File: src/rtl/tcphs_pkg.sv
// ----------------------------------------------------------------------------
// tcphs_pkg
// Types and codes for the TCP three-way handshake engine.
// ----------------------------------------------------------------------------
package tcphs_pkg;

  typedef enum logic [2:0] {
    ST_CLOSED   = 3'd0,
    ST_LISTEN   = 3'd1,
    ST_SYN_SENT = 3'd2,
    ST_SYN_RECV = 3'd3,
    ST_ESTAB    = 3'd4
  } conn_state_t;

  typedef enum logic [1:0] {
    EV_NONE  = 2'd0,
    EV_ESTAB = 2'd1,
    EV_FAIL  = 2'd2,
    EV_DATA  = 2'd3
  } event_t;

  typedef enum logic [1:0] {
    MODE_TICK    = 2'd0,
    MODE_SEGMENT = 2'd1,
    MODE_ACTIVE  = 2'd2,
    MODE_PASSIVE = 2'd3
  } mode_t;

  typedef enum logic [1:0] {
    CFG_INITIAL_RTO = 2'd0,
    CFG_MAX_RTO     = 2'd1,
    CFG_MAX_RETRIES = 2'd2,
    CFG_LOCAL_PORT  = 2'd3
  } cfg_index_t;

  // Decoded action for the item in the input register.
  typedef enum logic [3:0] {
    ACT_NONE,
    ACT_TICK_CLR,
    ACT_TICK_INC,
    ACT_TIMEOUT_FAIL,
    ACT_RETX,
    ACT_ACTIVE_OPEN,
    ACT_PASSIVE_OPEN,
    ACT_DUP_SYN,
    ACT_SYNACK_RX,
    ACT_DUP_SYNACK,
    ACT_LISTEN_SYN,
    ACT_ACK_RX,
    ACT_DATA
  } action_t;

  localparam int unsigned IN_TDATA_W  = 136;
  localparam int unsigned OUT_TDATA_W = 104;

  localparam logic [15:0] RST_INITIAL_RTO = 16'd1000;
  localparam logic [15:0] RST_MAX_RTO     = 16'd8000;
  localparam logic [3:0]  RST_MAX_RETRIES = 4'd5;

endpackage

File: src/rtl/tcp_handshake_fsm.sv
// ----------------------------------------------------------------------------
// tcp_handshake_fsm
// Single-connection TCP three-way handshake engine.
// ----------------------------------------------------------------------------
// Every input transaction (a 1 ms tick, a received segment header, an active
// open or a passive open) yields exactly one output transaction carrying an
// optional control segment to send, the connection state after the item and
// an event code. An item is taken into an input register, decoded and applied
// to the connection state by one level of compare/add logic, and lands in an
// output register that drives out_tvalid, and one item per cycle is
// sustained as long as out_tready is high. The output register
// alone sets the rate: a stalled output holds the input register, and
// in_tready drops only while both are full. Configuration writes are taken at
// any time (cfg_ready is tied high) and should be issued only while the engine
// is idle; a new initial_rto takes effect at the next open.
// ----------------------------------------------------------------------------
module tcp_handshake_fsm #(
  parameter int unsigned CFG_IDX_W = 2
) (
  input  logic                                 clk,
  input  logic                                 rst_n,
  // Input channel.
  input  logic                                 in_tvalid,
  output logic                                 in_tready,
  // tdata, low bit up: syn_bit, ack_bit, pkt_seq[31:0], pkt_ack[31:0],
  // peer_port[15:0], payload_len[15:0], new_isn[31:0], zero pad [135:130]
  input  logic [tcphs_pkg::IN_TDATA_W-1:0]     in_tdata,
  // tuser: mode[1:0]
  input  logic [1:0]                           in_tuser,
  // Result channel.
  output logic                                 out_tvalid,
  input  logic                                 out_tready,
  // tdata, low bit up: send_valid, send_syn, send_ackflag, send_seq[31:0],
  // send_acknum[31:0], send_dst_port[15:0], conn_state[2:0], data_len[15:0],
  // zero pad [103:102]
  output logic [tcphs_pkg::OUT_TDATA_W-1:0]    out_tdata,
  // tuser: event_res[1:0]
  output logic [1:0]                           out_tuser,
  // Configuration write channel.
  input  logic                                 cfg_valid,
  output logic                                 cfg_ready,
  input  logic [CFG_IDX_W-1:0]                 cfg_index,
  input  logic [15:0]                          cfg_data
);

  // ---------------------------------------------------------------- config
  logic [15:0] initial_rto_r;
  logic [15:0] max_rto_r;
  logic [3:0]  max_retries_r;
  logic [15:0] local_port_r;   // stored but not read anywhere in the engine

  assign cfg_ready = 1'b1;

  always_ff @(posedge clk) begin
    if (!rst_n) begin
      initial_rto_r <= tcphs_pkg::RST_INITIAL_RTO;
      max_rto_r     <= tcphs_pkg::RST_MAX_RTO;
      max_retries_r <= tcphs_pkg::RST_MAX_RETRIES;
      local_port_r  <= 16'd0;
    end else if (cfg_valid && cfg_ready) begin
      if (cfg_index == CFG_IDX_W'(tcphs_pkg::CFG_INITIAL_RTO)) initial_rto_r <= cfg_data;
      if (cfg_index == CFG_IDX_W'(tcphs_pkg::CFG_MAX_RTO))     max_rto_r     <= cfg_data;
      if (cfg_index == CFG_IDX_W'(tcphs_pkg::CFG_MAX_RETRIES)) max_retries_r <= cfg_data[3:0];
      if (cfg_index == CFG_IDX_W'(tcphs_pkg::CFG_LOCAL_PORT))  local_port_r  <= cfg_data;
    end
  end

  // --------------------------------------------------------- input register
  logic                   in_v_r;
  tcphs_pkg::mode_t       mode_r;
  logic                   syn_r;
  logic                   ack_r;
  logic [31:0]            pkt_seq_r;
  logic [31:0]            pkt_ack_r;
  logic [15:0]            peer_port_r;
  logic [15:0]            payload_len_r;
  logic [31:0]            new_isn_r;

  logic                   out_v_r;
  logic                   proc;   // item in the input register is applied now

  assign proc      = in_v_r && (!out_v_r || out_tready);
  assign in_tready = !in_v_r || proc;

  always_ff @(posedge clk) begin
    if (!rst_n) begin
      in_v_r <= 1'b0;
    end else if (in_tready) begin
      in_v_r <= in_tvalid;
    end
  end

  always_ff @(posedge clk) begin
    if (in_tready && in_tvalid) begin
      mode_r        <= tcphs_pkg::mode_t'(in_tuser);
      syn_r         <= in_tdata[0];
      ack_r         <= in_tdata[1];
      pkt_seq_r     <= in_tdata[33:2];
      pkt_ack_r     <= in_tdata[65:34];
      peer_port_r   <= in_tdata[81:66];
      payload_len_r <= in_tdata[97:82];
      new_isn_r     <= in_tdata[129:98];
    end
  end

  // ------------------------------------------------------ connection state
  tcphs_pkg::conn_state_t state_r, state_nxt;
  logic [31:0] our_isn_r,   our_isn_nxt;
  logic [31:0] their_isn_r, their_isn_nxt;
  logic [31:0] snd_nxt_r,   snd_nxt_nxt;
  logic [31:0] rcv_nxt_r,   rcv_nxt_nxt;
  logic [15:0] rport_r,     rport_nxt;
  logic [15:0] rto_r,       rto_nxt;
  logic [3:0]  retry_r,     retry_nxt;
  logic [15:0] tick_r,      tick_nxt;

  // ---------------------------------------------------------------- decode
  tcphs_pkg::action_t act;
  logic [15:0] tick_inc;
  logic        timer_fire;
  logic        in_handshake;
  logic        ack_ok;       // ack number matches our next sequence number

  assign tick_inc     = tick_r + 16'd1;
  assign timer_fire   = (tick_inc >= rto_r);
  assign in_handshake = (state_r == tcphs_pkg::ST_SYN_SENT) ||
                        (state_r == tcphs_pkg::ST_SYN_RECV);
  assign ack_ok       = (pkt_ack_r == snd_nxt_r);

  // Segment rules are checked in a fixed order; the first match wins.
  always_comb begin
    act = tcphs_pkg::ACT_NONE;
    unique case (mode_r)
      tcphs_pkg::MODE_TICK: begin
        if (!in_handshake)                       act = tcphs_pkg::ACT_TICK_CLR;
        else if (!timer_fire)                    act = tcphs_pkg::ACT_TICK_INC;
        else if (retry_r >= max_retries_r)       act = tcphs_pkg::ACT_TIMEOUT_FAIL;
        else                                     act = tcphs_pkg::ACT_RETX;
      end
      tcphs_pkg::MODE_ACTIVE:  act = tcphs_pkg::ACT_ACTIVE_OPEN;
      tcphs_pkg::MODE_PASSIVE: act = tcphs_pkg::ACT_PASSIVE_OPEN;
      tcphs_pkg::MODE_SEGMENT: begin
        priority if (state_r == tcphs_pkg::ST_SYN_RECV && syn_r &&
                     pkt_seq_r == their_isn_r)
          act = tcphs_pkg::ACT_DUP_SYN;
        else if (state_r == tcphs_pkg::ST_SYN_SENT && syn_r && ack_r && ack_ok)
          act = tcphs_pkg::ACT_SYNACK_RX;
        else if (state_r == tcphs_pkg::ST_ESTAB && syn_r && ack_r && ack_ok &&
                 pkt_seq_r == their_isn_r)
          act = tcphs_pkg::ACT_DUP_SYNACK;
        else if (state_r == tcphs_pkg::ST_LISTEN && syn_r)
          act = tcphs_pkg::ACT_LISTEN_SYN;
        else if (state_r == tcphs_pkg::ST_SYN_RECV && ack_r && ack_ok &&
                 pkt_seq_r == rcv_nxt_r)
          act = tcphs_pkg::ACT_ACK_RX;
        else if (state_r == tcphs_pkg::ST_ESTAB && payload_len_r != 16'd0)
          act = tcphs_pkg::ACT_DATA;
        else
          act = tcphs_pkg::ACT_NONE;
      end
      default: act = tcphs_pkg::ACT_NONE;
    endcase
  end

  // ---------------------------------------------------------- next state
  always_comb begin
    state_nxt     = state_r;
    our_isn_nxt   = our_isn_r;
    their_isn_nxt = their_isn_r;
    snd_nxt_nxt   = snd_nxt_r;
    rcv_nxt_nxt   = rcv_nxt_r;
    rport_nxt     = rport_r;
    rto_nxt       = rto_r;
    retry_nxt     = retry_r;
    tick_nxt      = tick_r;
    unique case (act)
      tcphs_pkg::ACT_TICK_CLR: tick_nxt = 16'd0;
      tcphs_pkg::ACT_TICK_INC: tick_nxt = tick_inc;
      tcphs_pkg::ACT_TIMEOUT_FAIL: begin
        tick_nxt  = 16'd0;
        state_nxt = tcphs_pkg::ST_CLOSED;
      end
      tcphs_pkg::ACT_RETX: begin
        tick_nxt  = 16'd0;
        retry_nxt = retry_r + 4'd1;
        // Doubling stays below max_rto, so it never overflows 16 bits.
        if (rto_r < (max_rto_r >> 1)) rto_nxt = {rto_r[14:0], 1'b0};
        else                          rto_nxt = max_rto_r;
      end
      tcphs_pkg::ACT_ACTIVE_OPEN: begin
        rport_nxt   = peer_port_r;
        our_isn_nxt = new_isn_r;
        snd_nxt_nxt = new_isn_r + 32'd1;
        state_nxt   = tcphs_pkg::ST_SYN_SENT;
        rto_nxt     = initial_rto_r;
        retry_nxt   = 4'd0;
        tick_nxt    = 16'd0;
      end
      tcphs_pkg::ACT_PASSIVE_OPEN: begin
        state_nxt = tcphs_pkg::ST_LISTEN;
        rto_nxt   = initial_rto_r;
        retry_nxt = 4'd0;
        tick_nxt  = 16'd0;
      end
      tcphs_pkg::ACT_SYNACK_RX: begin
        their_isn_nxt = pkt_seq_r;
        rcv_nxt_nxt   = pkt_seq_r + 32'd1;
        state_nxt     = tcphs_pkg::ST_ESTAB;
        tick_nxt      = 16'd0;
      end
      tcphs_pkg::ACT_LISTEN_SYN: begin
        rport_nxt     = peer_port_r;
        their_isn_nxt = pkt_seq_r;
        rcv_nxt_nxt   = pkt_seq_r + 32'd1;
        our_isn_nxt   = new_isn_r;
        snd_nxt_nxt   = new_isn_r + 32'd1;
        state_nxt     = tcphs_pkg::ST_SYN_RECV;
        rto_nxt       = initial_rto_r;
        retry_nxt     = 4'd0;
        tick_nxt      = 16'd0;
      end
      tcphs_pkg::ACT_ACK_RX: begin
        state_nxt = tcphs_pkg::ST_ESTAB;
        tick_nxt  = 16'd0;
      end
      default: ;  // no state change
    endcase
  end

  // --------------------------------------------------------------- outputs
  logic        snd_v, snd_syn, snd_ack;
  logic [31:0] snd_seq, snd_acknum;
  tcphs_pkg::event_t ev;
  logic [15:0] dlen;

  always_comb begin
    snd_v      = 1'b0;
    snd_syn    = 1'b0;
    snd_ack    = 1'b0;
    snd_seq    = 32'd0;
    snd_acknum = 32'd0;
    ev         = tcphs_pkg::EV_NONE;
    dlen       = 16'd0;
    unique case (act)
      tcphs_pkg::ACT_TIMEOUT_FAIL: ev = tcphs_pkg::EV_FAIL;
      tcphs_pkg::ACT_RETX: begin
        snd_v   = 1'b1;
        snd_syn = 1'b1;
        snd_seq = our_isn_r;
        if (state_r == tcphs_pkg::ST_SYN_RECV) begin
          snd_ack    = 1'b1;
          snd_acknum = rcv_nxt_r;
        end
      end
      tcphs_pkg::ACT_ACTIVE_OPEN: begin
        snd_v   = 1'b1;
        snd_syn = 1'b1;
        snd_seq = new_isn_r;
      end
      tcphs_pkg::ACT_DUP_SYN, tcphs_pkg::ACT_LISTEN_SYN: begin
        snd_v      = 1'b1;
        snd_syn    = 1'b1;
        snd_ack    = 1'b1;
        snd_seq    = our_isn_nxt;
        snd_acknum = rcv_nxt_nxt;
      end
      tcphs_pkg::ACT_SYNACK_RX: begin
        snd_v      = 1'b1;
        snd_ack    = 1'b1;
        snd_seq    = snd_nxt_r;
        snd_acknum = rcv_nxt_nxt;
        ev         = tcphs_pkg::EV_ESTAB;
      end
      tcphs_pkg::ACT_DUP_SYNACK: begin
        snd_v      = 1'b1;
        snd_ack    = 1'b1;
        snd_seq    = snd_nxt_r;
        snd_acknum = rcv_nxt_r;
      end
      tcphs_pkg::ACT_ACK_RX: ev = tcphs_pkg::EV_ESTAB;
      tcphs_pkg::ACT_DATA: begin
        ev   = tcphs_pkg::EV_DATA;
        dlen = payload_len_r;
      end
      default: ;  // nothing sent, no event
    endcase
  end

  // ------------------------------------------------------ state registers
  always_ff @(posedge clk) begin
    if (!rst_n) begin
      state_r     <= tcphs_pkg::ST_CLOSED;
      our_isn_r   <= 32'd0;
      their_isn_r <= 32'd0;
      snd_nxt_r   <= 32'd0;
      rcv_nxt_r   <= 32'd0;
      rport_r     <= 16'd0;
      rto_r       <= tcphs_pkg::RST_INITIAL_RTO;
      retry_r     <= 4'd0;
      tick_r      <= 16'd0;
    end else if (proc) begin
      state_r     <= state_nxt;
      our_isn_r   <= our_isn_nxt;
      their_isn_r <= their_isn_nxt;
      snd_nxt_r   <= snd_nxt_nxt;
      rcv_nxt_r   <= rcv_nxt_nxt;
      rport_r     <= rport_nxt;
      rto_r       <= rto_nxt;
      retry_r     <= retry_nxt;
      tick_r      <= tick_nxt;
    end
  end

  // ------------------------------------------------------- output register
  logic [tcphs_pkg::OUT_TDATA_W-1:0] out_data_r;
  logic [1:0]                        out_user_r;

  always_ff @(posedge clk) begin
    if (!rst_n) begin
      out_v_r <= 1'b0;
    end else if (!out_v_r || out_tready) begin
      out_v_r <= proc;
    end
  end

  // Destination port follows the (possibly just updated) peer port, and is
  // zero whenever no segment goes out.
  always_ff @(posedge clk) begin
    if (proc) begin
      out_data_r <= {2'b00, dlen, 3'(state_nxt),
                     (snd_v ? rport_nxt : 16'd0),
                     snd_acknum, snd_seq, snd_ack, snd_syn, snd_v};
      out_user_r <= 2'(ev);
    end
  end

  assign out_tvalid = out_v_r;
  assign out_tdata  = out_data_r;
  assign out_tuser  = out_user_r;

endmodule

File: config.mk
export PLATFORM = sky130hd
export DESIGN_NAME = tcp_handshake_fsm
export DESIGN_NICKNAME = d
export VERILOG_FILES = /design/src/rtl/tcphs_pkg.sv /design/src/rtl/tcp_handshake_fsm.sv
export SDC_FILE = /design/constraint.sdc
export NUM_CORES = 1
export LEC_CHECK = 0
export ABC_AREA = 0
export ABC_CLOCK_PERIOD_IN_PS = 6900
export BUFFER_PORTS_ARGS = -buffer_cell sky130_fd_sc_hd__buf_2
export CAP_MARGIN = 15
export CELL_PAD_IN_SITES_DETAIL_PLACEMENT = 0
export CELL_PAD_IN_SITES_GLOBAL_PLACEMENT = 1
export CORE_UTILIZATION = 30
export CTS_CLUSTER_DIAMETER = 50
export CTS_CLUSTER_SIZE = 30
export DETAILED_ROUTE_END_ITERATION = 8
export HOLD_SLACK_MARGIN = 0.03
export PLACE_DENSITY_LB_ADDON = 0.1
export SYNTH_ARGS = -nofsm -noshare
export SYNTH_HDL_FRONTEND = slang
export SYNTH_SLANG_ARGS = --single-unit
File: constraint.sdc
create_clock -name clk -period 6.9 [get_ports clk]
set_input_delay 1.035 -clock clk [delete_from_list [all_inputs] [get_ports clk]]
set_output_delay 1.035 -clock clk [all_outputs]
set_load 0.005 [all_outputs]
==> flow_metrics.env, run 1 <==
export IMPL_ioPinCount=270
export IMPL_tightest_slew_ns=1.02
export IMPL_end_kind="register"
export IMPL_worstPathMaxFanout=19
export IMPL_wl_per_cell_um=19.1
export IMPL_max_cap_violations=0
export IMPL_timing_fmax_ghz=0.179
export IMPL_cts_tree="built"
export IMPL_viasPerCell=4.77
export IMPL_clkLatencyLatePin_ns=0.61
export IMPL_crit_arrival_ns=6.04
export IMPL_required_ns=7.35
export IMPL_rsz0062_at_grt="no"
export IMPL_maxSlewViolCount=0
export IMPL_setup_viol=0
export IMPL_drt_drc_violations_left=0
export IMPL_yosysWarnings=0
export IMPL_slew_headroom_pct=31.8
export IMPL_dp_slack_ns=1.24
export IMPL_ant_nets=0
export IMPL_p_int_w=0.00533
export IMPL_m1WireLength_mm=27.3
export IMPL_crit_chain="and3_1 -> nand3_1 -> inv_1 -> nand3_1 -> nor2_1 -> nand2_1 -> nor3_1 -> xnor2_1 -> ha_1 -> a21oi_1 -> o21ai_0 -> a21oi_1 -> o21ai_1 -> a2111oi_0 -> o22ai_1 -> buf_4 -> a21oi_1 -> or4_1 -> or2_0 -> o21ai_1"
export IMPL_grt_util_all_layers_pct=17.0
export IMPL_die_w_um=266
export IMPL_fin_crit_sh_pct=81.0
export IMPL_cellPowerDensity_nw_per_um2=280
export IMPL_setup_slack_ns=1.31
export IMPL_cp_num_buf_inv=2
export IMPL_irDropWorstVdd_mv=0.186
export IMPL_cpMostUsedCell="a21oi_1"
export IMPL_die_area_um2=70500
export IMPL_cts_setup_buffers=0
export IMPL_status="complete, no violations"
export IMPL_antenna_found_initial=3
export IMPL_synth_ff_type="edfxtp_1"
export IMPL_clk_path_buf_depth=3
export IMPL_skew_ns=0.0275
export IMPL_hold_class="register to register"
export IMPL_grt_pass1_wl_mm=91.6
export IMPL_hold_viol=0
export IMPL_met2RoutedLength_mm=28.6
export IMPL_final_fill_count=6820
export IMPL_coreArea_um2=68700
export IMPL_timing_setup_tns_ns=0
export IMPL_root_buffer="clkbuf_16"
export IMPL_yosysSeqAreaShare_pct=55.3
export IMPL_crit_type="register to register"
export IMPL_post_cts_resized=0
export IMPL_cts_htree_levels=3
export IMPL_n_antenna_cell=0
export IMPL_grt_pass1_vias=15100
export IMPL_postSynthCellCount=1945
export IMPL_num_rows=96
export IMPL_cts_sinks=457
export IMPL_sw_frac_of_total_pct=25.0
export IMPL_pwr_share_seq_pct=42.8
export IMPL_dr_pass1_iters=7
export IMPL_period_needed_ns=5.59
export IMPL_dp_final_hpwl_mm=40.4
export IMPL_avgSynthCellArea_um2=10.7
export IMPL_cpLargestDelayFamily="simple AND/OR/NAND/NOR gates"
export IMPL_synth_edf_count=236
export IMPL_top_layer="met5"
export IMPL_place_congestion=0.761
export IMPL_syn_cell_area_um2=20800
export IMPL_combPwrFrac_pct=5.5
export IMPL_p_switching_w=0.00178
export IMPL_clk_pin_slew_ns=0.05
export IMPL_dr_first_iter_drc_count=854
export IMPL_fin_nets=2368
export IMPL_synth_cell_types=68
export IMPL_start_kind="register"
export IMPL_initial_core_util_pct=30.3
export IMPL_p_leak_nw=9.51
export IMPL_drive_above_1_share_pct=20.8
export IMPL_clockPowerShare_pct=51.7
export IMPL_cts_hold_buf=0
export IMPL_synth_seq_cells=457
export IMPL_syn2layout_area_growth_pct=21.6
export IMPL_vias=15100
export IMPL_numCtsBuffers=71
export IMPL_max_stage_delay_ns=0.72
export IMPL_grt_start_max_net_pins=114
export IMPL_fp_dieH_um=266
export IMPL_port_buffers=260
export IMPL_routed_wl_mm=60.2
export IMPL_synth_async_reset_ratio_pct=0
export IMPL_critPathSlowestCell="or4_1"
export IMPL_met3_wirelength_mm=2.64
export IMPL_overflow=0
-- state kept, by name (all words and copies together), names as in the netlist, 32 cells and up --
signal,count
out_tdata,102
new_isn_r,32
our_isn_r,32
pkt_ack_r,32
pkt_seq_r,32
rcv_nxt_r,32
snd_nxt_r,32
their_isn_r,32
-- worst paths after layout --
path / from / endpoint / slack, ns / cells after the start
max: tick_r[0] / rto_r[15] / 1.31 / 20
min: initial_rto_r[0] / initial_rto_r[0] / 0.45 / 2
max reg2reg: tick_r[0] / rto_r[15] / 1.31 / 20
min reg2reg: initial_rto_r[0] / initial_rto_r[0] / 0.45 / 2
-- power by group through the flow --
stage                     Sequential (W)  Clock, W  Combinational [W]
after floorplan                  0.00307         0           0.000251
after global placement           0.00310         0           0.000398
after detailed placement         0.00310         0           0.000400
after CTS                        0.00304   0.00380           0.000403
after global routing             0.00305   0.00389           0.000434
final                            0.00304   0.00367           0.000391
-- tightest hold or removal path, delay by kind of cell (launching register included) --
kind	cells	cell delay, ns
compound gates	1	0.05
flops	1	0.30
simple gates	1	0.05
-- Yosys cell counts, types with 18 or more instances --
cell        n  share of area (%)
edfxtp_1  236                 34
dfxtp_1   221                 21
nand2_1   197                3.5
nor2_1    129                2.3
xor2_1    105                4.4
inv_1      97                1.7
a21oi_1    80                1.9
mux2i_1    80                3.8
o21ai_0    71                1.7
nand3_1    68                1.6
xnor2_1    65                2.7
clkbuf_1   63                1.1
nand4_1    61                1.8
buf_2      44                1.1
a211oi_1   39                1.4
ha_1       38                2.3
a21o_1     35                1.3
o22ai_1    34                1.0
a22o_1     32                1.3
nor4_1     29               0.87
a211oi_2   26                1.6
and2_1     25               0.75
and3_1     18               0.54
-- layout make-up --
type / count / area (um^2) / share of cell area (%)
clock buffers: 80 / 1880 / 7.43
flip-flops and latches: 457 / 11500 / 45.4
inverters: 98 / 375 / 1.48
clock inverters: 52 / 589 / 2.33
well taps: 931 / 1160 / 4.60
repair buffers: 282 / 1510 / 5.96
multi-input cells: 1259 / 8300 / 32.8
-- kinds of logic (layout without fill, tap and decap cells) --
| kind of cell | Yosys count | count (layout) | share of synthesized area, % |
|---|---|---|---|
| AOI/OAI and AO/OA | 378 | 378 | 12.7 |
| other | 2 | 3 | 0.0360 |
| muxes | 80 | 80 | 3.84 |
| buffers and inverters | 230 | 512 | 5.04 |
| xor gates and xnor gates | 170 | 170 | 7.15 |
| and+or+nand+nor | 590 | 590 | 13.7 |
| adders and majority gates | 38 | 38 | 2.28 |
| DFF | 457 | 457 | 55.3 |
-- through the flow --
stage	instance area [um^2]	instances	power [W]	hold WS [ns]	util, %
after floorplan	20800	1946	0.00332	0.434	-
after global placement	22900	3026	0.00350	0.443	33.3
after detailed placement	22900	3026	0.00350	0.450	33.3
after CTS	25300	3158	0.00724	0.459	36.9
after global routing	25300	3159	0.00738	0.474	36.9
final	25300	3159	0.00710	0.454	36.9
-- routing by layer --
metal / vias to the layer above / GRT usage [%]
met5: - / 0
met2: 293 / 28.0
met3: 103 / 3.75
met4: 6 / 5.22
li1: 7414 / -
met1: 7252 / 22.1
-- cells in the final DEF (no fill, tap or decap), types with 18 or more instances in the layout --
cell	n
and2_1	23
xnor2_1	65
a22o_1	32
mux2i_1	80
inv_1	96
dfxtp_1	221
xor2_1	105
clkbuf_16	73
nor4_1	29
a211oi_1	39
buf_4	19
a21oi_1	80
nand2_1	197
ha_1	38
a21o_1	35
and3_1	18
a211oi_2	26
o22ai_1	34
nand3_1	68
buf_2	259
o21ai_0	70
edfxtp_1	236
nand4_1	61
nor2_1	128
Power figures use the tool's default switching activity.
==> run 2, diff against run 1 <==
- ABC_CLOCK_PERIOD_IN_PS: 6900 -> 5800
- clock period: 6.9 -> 5.8 ns (I/O delays scaled with it)
==> run 2 against run 1 <==
  * Maximum frequency rose by 8.5%
  * Routed wire length rose by 0.62%
  * Combinational power rose by 20%
  * Critical path depth fell by 1
  * Non-clock buffer count rose by 9
  * Core utilization rose by 0.28 points
  * Sequential power rose by 19%
  * Critical endpoint is now out_tdata[19]
==> flow_metrics.env, run 2 (same netlist as run 1, synthesis figures left out) <==
export IMPL_clk_pin_slew_ns=0.07
export IMPL_fin_nets=2378
export IMPL_maxSlewViolCount=0
export IMPL_grt_start_max_net_pins=133
export IMPL_p_leak_nw=9.62
export IMPL_fp_dieH_um=266
export IMPL_vias=15200
export IMPL_worst_r2r_cell_count=19
export IMPL_irDropWorstVdd_mv=0.207
export IMPL_crit_cells=19
export IMPL_drive_above_1_share_pct=21.2
export IMPL_status="complete, no violations"
export IMPL_dr_first_iter_drc_count=752
export IMPL_drt_drc_violations_left=0
export IMPL_numCtsBuffers=72
export IMPL_fin_crit_sh_pct=88.8
export IMPL_start_kind="register"
export IMPL_place_congestion=0.782
export IMPL_grt_pass1_vias=15300
export IMPL_coreArea_um2=68700
export IMPL_cts_htree_levels=3
export IMPL_end_kind="register"
export IMPL_fin_util_pct=37.2
export IMPL_hold_viol=0
export IMPL_cts_setup_buffers=0
export IMPL_clk_path_buf_depth=3
export IMPL_largest_reg_flops=102
export IMPL_ioPinCount=270
export IMPL_cp_num_buf_inv=1
export IMPL_antenna_found_initial=5
export IMPL_clkLatencyLatePin_ns=0.61
export IMPL_post_dp_cell_area_um2=23000
export IMPL_timing_fmax_ghz=0.194
export IMPL_final_cell_mix="buf_2 (259), edfxtp_1 (236), dfxtp_1 (221)"
export IMPL_slew_headroom_pct=33.9
export IMPL_worstPathMaxFanout=63
export IMPL_die_area_um2=70500
export IMPL_viasPerCell=4.79
export IMPL_overflow=0
export IMPL_ant_nets=0
export IMPL_cellPowerDensity_nw_per_um2=336
export IMPL_syn2layout_area_growth_pct=22.5
export IMPL_cts_tree="built"
export IMPL_crit_type="register to register"
export IMPL_final_common_cell="buf_2"
export IMPL_critPathSlowestCell="a211oi_2"
export IMPL_wl_per_cell_um=19.1
export IMPL_cts_sinks=457
export IMPL_hold_class="input port to register"
export IMPL_r2r_slack_ns=0.65
export IMPL_max_stage_delay_ns=0.61
export IMPL_cpLargestDelayFamily="compound AO/OA/AOI/OAI gates"
export IMPL_crit_chain="ha_1 -> and3_1 -> nand3_1 -> nor2_1 -> nand3_1 -> nor2_1 -> xnor2_1 -> ha_1 -> nand2_1 -> o21ai_0 -> a21oi_1 -> o21ai_1 -> nor3b_2 -> a211oi_2 -> a21boi_2 -> o22ai_4 -> buf_12 -> a22o_1 -> a21o_1"
export IMPL_period_needed_ns=5.15
export IMPL_timing_setup_tns_ns=0
export IMPL_cts_hold_buf=0
export IMPL_die_w_um=266
export IMPL_dr_pass1_iters=7
export IMPL_stdcell_area_um2=25500
export IMPL_port_buffers=260
export IMPL_dp_final_hpwl_mm=40.4
export IMPL_hold_depth=1
export IMPL_post_cts_resized=0
export IMPL_tightest_slew_ns=0.992
export IMPL_crit_arrival_ns=5.51
export IMPL_skew_ns=0.0343
export IMPL_rsz0062_at_grt="no"
export IMPL_dp_cells=3035
export IMPL_final_cells=3168
export IMPL_num_rows=96
export IMPL_max_cap_violations=0
export IMPL_root_buffer="clkbuf_16"
export IMPL_required_ns=6.16
export IMPL_setup_viol=0
export IMPL_grt_pass1_wl_mm=92.2
export IMPL_initial_core_util_pct=30.3
export IMPL_routed_wl_mm=60.6
export IMPL_grt_util_all_layers_pct=17.1
==> run 2: cell types whose count changed in the layout (fill, tap and decap cells not counted), moves of 2 or more <==
cell,before,now
bufinv_16,5,7
buf_12,3,10
inv_8,4,9
clkinvlp_4,9,5
clkinv_8,7,4
buf_4,19,21
==> run 2: metrics by stage <==
stage / setup WS (ns) / total power (W) / hold slack, ns
3_5_place_dp: 0.596 / 0.00417 / 0.450
2_1_floorplan: 0.687 / 0.00395 / 0.434
4_1_cts: 0.600 / 0.00873 / 0.387
6_report: 0.651 / 0.00857 / 0.434
5_1_grt: 0.147 / 0.00890 / 0.398
3_3_place_gp: 0.606 / 0.00416 / 0.442
==> run 2: worst paths after layout <==
| kind | start | endpoint |
|---|---|---|
| min reg2reg | our_isn_r[23] | our_isn_r[23] |
| max reg2reg | tick_r[0] | out_tdata[19] |
| min | in_tdata[25] | pkt_seq_r[23] |
| max | tick_r[0] | out_tdata[19] |
==> run 2: layer usage <==
| metal | up-vias | global-route usage (%) | share of wire, % |
|---|---|---|---|
| met5 | - | 0 | 0.059 |
| met4 | 6 | 5.12 | 2.4 |
| met3 | 98 | 3.88 | 4.4 |
| met2 | 285 | 28.5 | 48 |
| met1 | 7336 | 21.9 | 45 |
| li1 | 7463 | - | - |
==> run 2: report_power, final <==
group	total, W	leakage, nW	switching, W	internal, W
Sequential	0.00362	4.10	0.0000968	0.00352
Clock	0.00448	1.22	0.00174	0.00275
Combinational	0.000469	4.30	0.000293	0.000175
==> run 2: layout make-up <==
class,instances,area (um^2)
Antenna cell,1,2.50
Clock buffer,80,1890
Clock inverter,51,616
Fill cell,6980,43200
Inverter,98,375
Multi-Input combinational cell,1259,8300
Sequential cell,457,11500
Tap cell,931,1160
Timing Repair Buffer,291,1670
==> run 3, diff against run 2 <==
- CELL_PAD_IN_SITES_DETAIL_PLACEMENT: 0 -> 1
==> run 3 against run 2 <==
  * Core utilization about the same
  * Clock-buffer cell count increased by 6
  * First-iteration DRC count shrank 21%
  * Non-clock buffer count is the same
  * Clock skew grew 0.0015 ns
  * Maximum frequency down 0.68%
  * Sequential share of layout area barely moved
  * Final area is essentially flat
  * Power is 0.43% higher
  * Via count increased by 1.4%
  * Register-to-register slack worse by 0.04 ns
  * Global-route usage increased by 0.71 points
==> flow_metrics.env, run 3 (same netlist as run 1, synthesis figures left out) <==
export IMPL_cts_htree_levels=3
export IMPL_ioPinCount=270
export IMPL_place_congestion=0.782
export IMPL_overflow=0
export IMPL_tightest_slew_ns=1.23
export IMPL_grt_pass1_wl_mm=96.7
export IMPL_rsz0062_at_grt="no"
export IMPL_dp_slack_ns=0.546
export IMPL_cts_hold_buf=0
export IMPL_end_kind="register"
export IMPL_num_rows=96
export IMPL_hold_class="input port to register"
export IMPL_cellPowerDensity_nw_per_um2=337
export IMPL_port_buffers=260
export IMPL_grt_start_max_net_pins=133
export IMPL_grt_pass1_vias=16400
export IMPL_setup_viol=0
export IMPL_fin_crit_sh_pct=89.4
export IMPL_antenna_found_initial=4
export IMPL_irDropWorstVdd_mv=0.198
export IMPL_numCtsBuffers=73
export IMPL_maxSlewViolCount=0
export IMPL_period_needed_ns=5.18
export IMPL_syn2layout_area_growth_pct=22.5
export IMPL_die_area_um2=70500
export IMPL_critPathSlowestCell="a211oi_2"
export IMPL_skew_ns=0.0358
export IMPL_grt_util_all_layers_pct=17.8
export IMPL_hold_viol=0
export IMPL_status="complete, no violations"
export IMPL_initial_core_util_pct=30.3
export IMPL_stdcell_area_um2=25500
export IMPL_fp_dieH_um=266
export IMPL_final_common_cell="buf_2"
export IMPL_cts_sinks=457
export IMPL_clk_path_buf_depth=3
export IMPL_drt_drc_violations_left=0
export IMPL_drive_above_1_share_pct=20.6
export IMPL_cts_tree="built"
export IMPL_clkLatencyLatePin_ns=0.60
export IMPL_final_cell_mix="buf_2 (259), edfxtp_1 (236), dfxtp_1 (221)"
export IMPL_n_antenna_cell=0
export IMPL_setup_slack_ns=0.616
export IMPL_dr_first_iter_drc_count=596
export IMPL_max_stage_delay_ns=0.59
export IMPL_crit_type="register to register"
export IMPL_post_dp_cell_area_um2=23000
export IMPL_slew_headroom_pct=18.2
export IMPL_crit_chain="ha_1 -> and3_1 -> nand3_1 -> nor2_1 -> nand3_1 -> nor2_1 -> xnor2_1 -> ha_1 -> nand2_1 -> o21ai_0 -> a21oi_1 -> o21ai_1 -> nor3b_2 -> a211oi_2 -> a21boi_2 -> o22ai_4 -> buf_12 -> a22o_1 -> a21o_1"
export IMPL_root_buffer="clkbuf_16"
export IMPL_crit_arrival_ns=5.53
export IMPL_wl_per_cell_um=19.8
export IMPL_start_kind="register"
export IMPL_dr_pass1_iters=6
export IMPL_viasPerCell=4.86
export IMPL_vias=15400
export IMPL_largest_reg_flops=102
export IMPL_hold_worst_slack_ns=0.440
export IMPL_timing_setup_tns_ns=0
export IMPL_max_cap_violations=0
export IMPL_p_leak_nw=9.61
export IMPL_post_cts_resized=0
export IMPL_die_w_um=266
export IMPL_timing_fmax_ghz=0.193
export IMPL_worstPathMaxFanout=63
export IMPL_clk_pin_slew_ns=0.06
export IMPL_ant_nets=0
export IMPL_required_ns=6.15
export IMPL_coreArea_um2=68700
export IMPL_fin_nets=2379
export IMPL_cts_setup_buffers=0
export IMPL_dp_final_hpwl_mm=42.5
export IMPL_routed_wl_mm=62.8
[run 3: cell types whose count changed in the layout (fill, tap and decap cells not counted), sizes merged]
cell / previous run / this run
inv: 120 / 110
clkbuf: 80 / 86
bufinv: 7 / 10
clkinv: 17 / 20
diode: 1 / 0
[run 3: path summary, 6_finish.rpt]
kind,startpoint,end,slack (ns),cells past startpoint
hold / removal,in_tdata[97],payload_len_r[15],0.44,1
setup reg to reg,tick_r[0],out_tdata[19],0.62,19
hold reg to reg,rport_r[11],rport_r[11],0.46,2
setup / recovery,tick_r[0],out_tdata[19],0.62,19
[run 3: stage by stage]
step / util, % / power, W / std cells
2_1_floorplan: - / 0.00395 / 1946
3_3_place_gp: 33.5 / 0.00416 / 3035
3_5_place_dp: 33.5 / 0.00417 / 3035
4_1_cts: 37.1 / 0.00876 / 3168
5_1_grt: 37.2 / 0.00893 / 3169
6_report: 37.2 / 0.00861 / 3169
[run 3: per-layer routing]
metal | GRT usage, % | part of all wire (%)
met5 | 0 | 0.067
met4 | 5.39 | 2.5
met3 | 3.77 | 4.0
met2 | 30.6 | 49
met1 | 22.1 | 44
[run 3: cell type report]
type                       count  area, um^2
sequential                   457       11500
tap                          931        1160
clock inverter                47         571
timing repair buffer         291        1670
multi-input combinational   1259        8300
inverter                      98         375
fill                        7633       43200
clock buffer                  86        1940
[run 3: worst max-delay path: cells and delay by family, from the launching register on]
family	cells	cell delay, ns
compound gates	8	2.10
simple gates	7	1.46
fa+ha+maj	2	0.52
flops	1	0.40
buf+inv	1	0.25
xor+xnor	1	0.17
[run 3: power breakdown]
group / switching [W] / internal [W] / total [W]
combinational: 0.000296 / 0.000176 / 0.000472
clock: 0.00165 / 0.00286 / 0.00452
sequential: 0.0000976 / 0.00352 / 0.00362
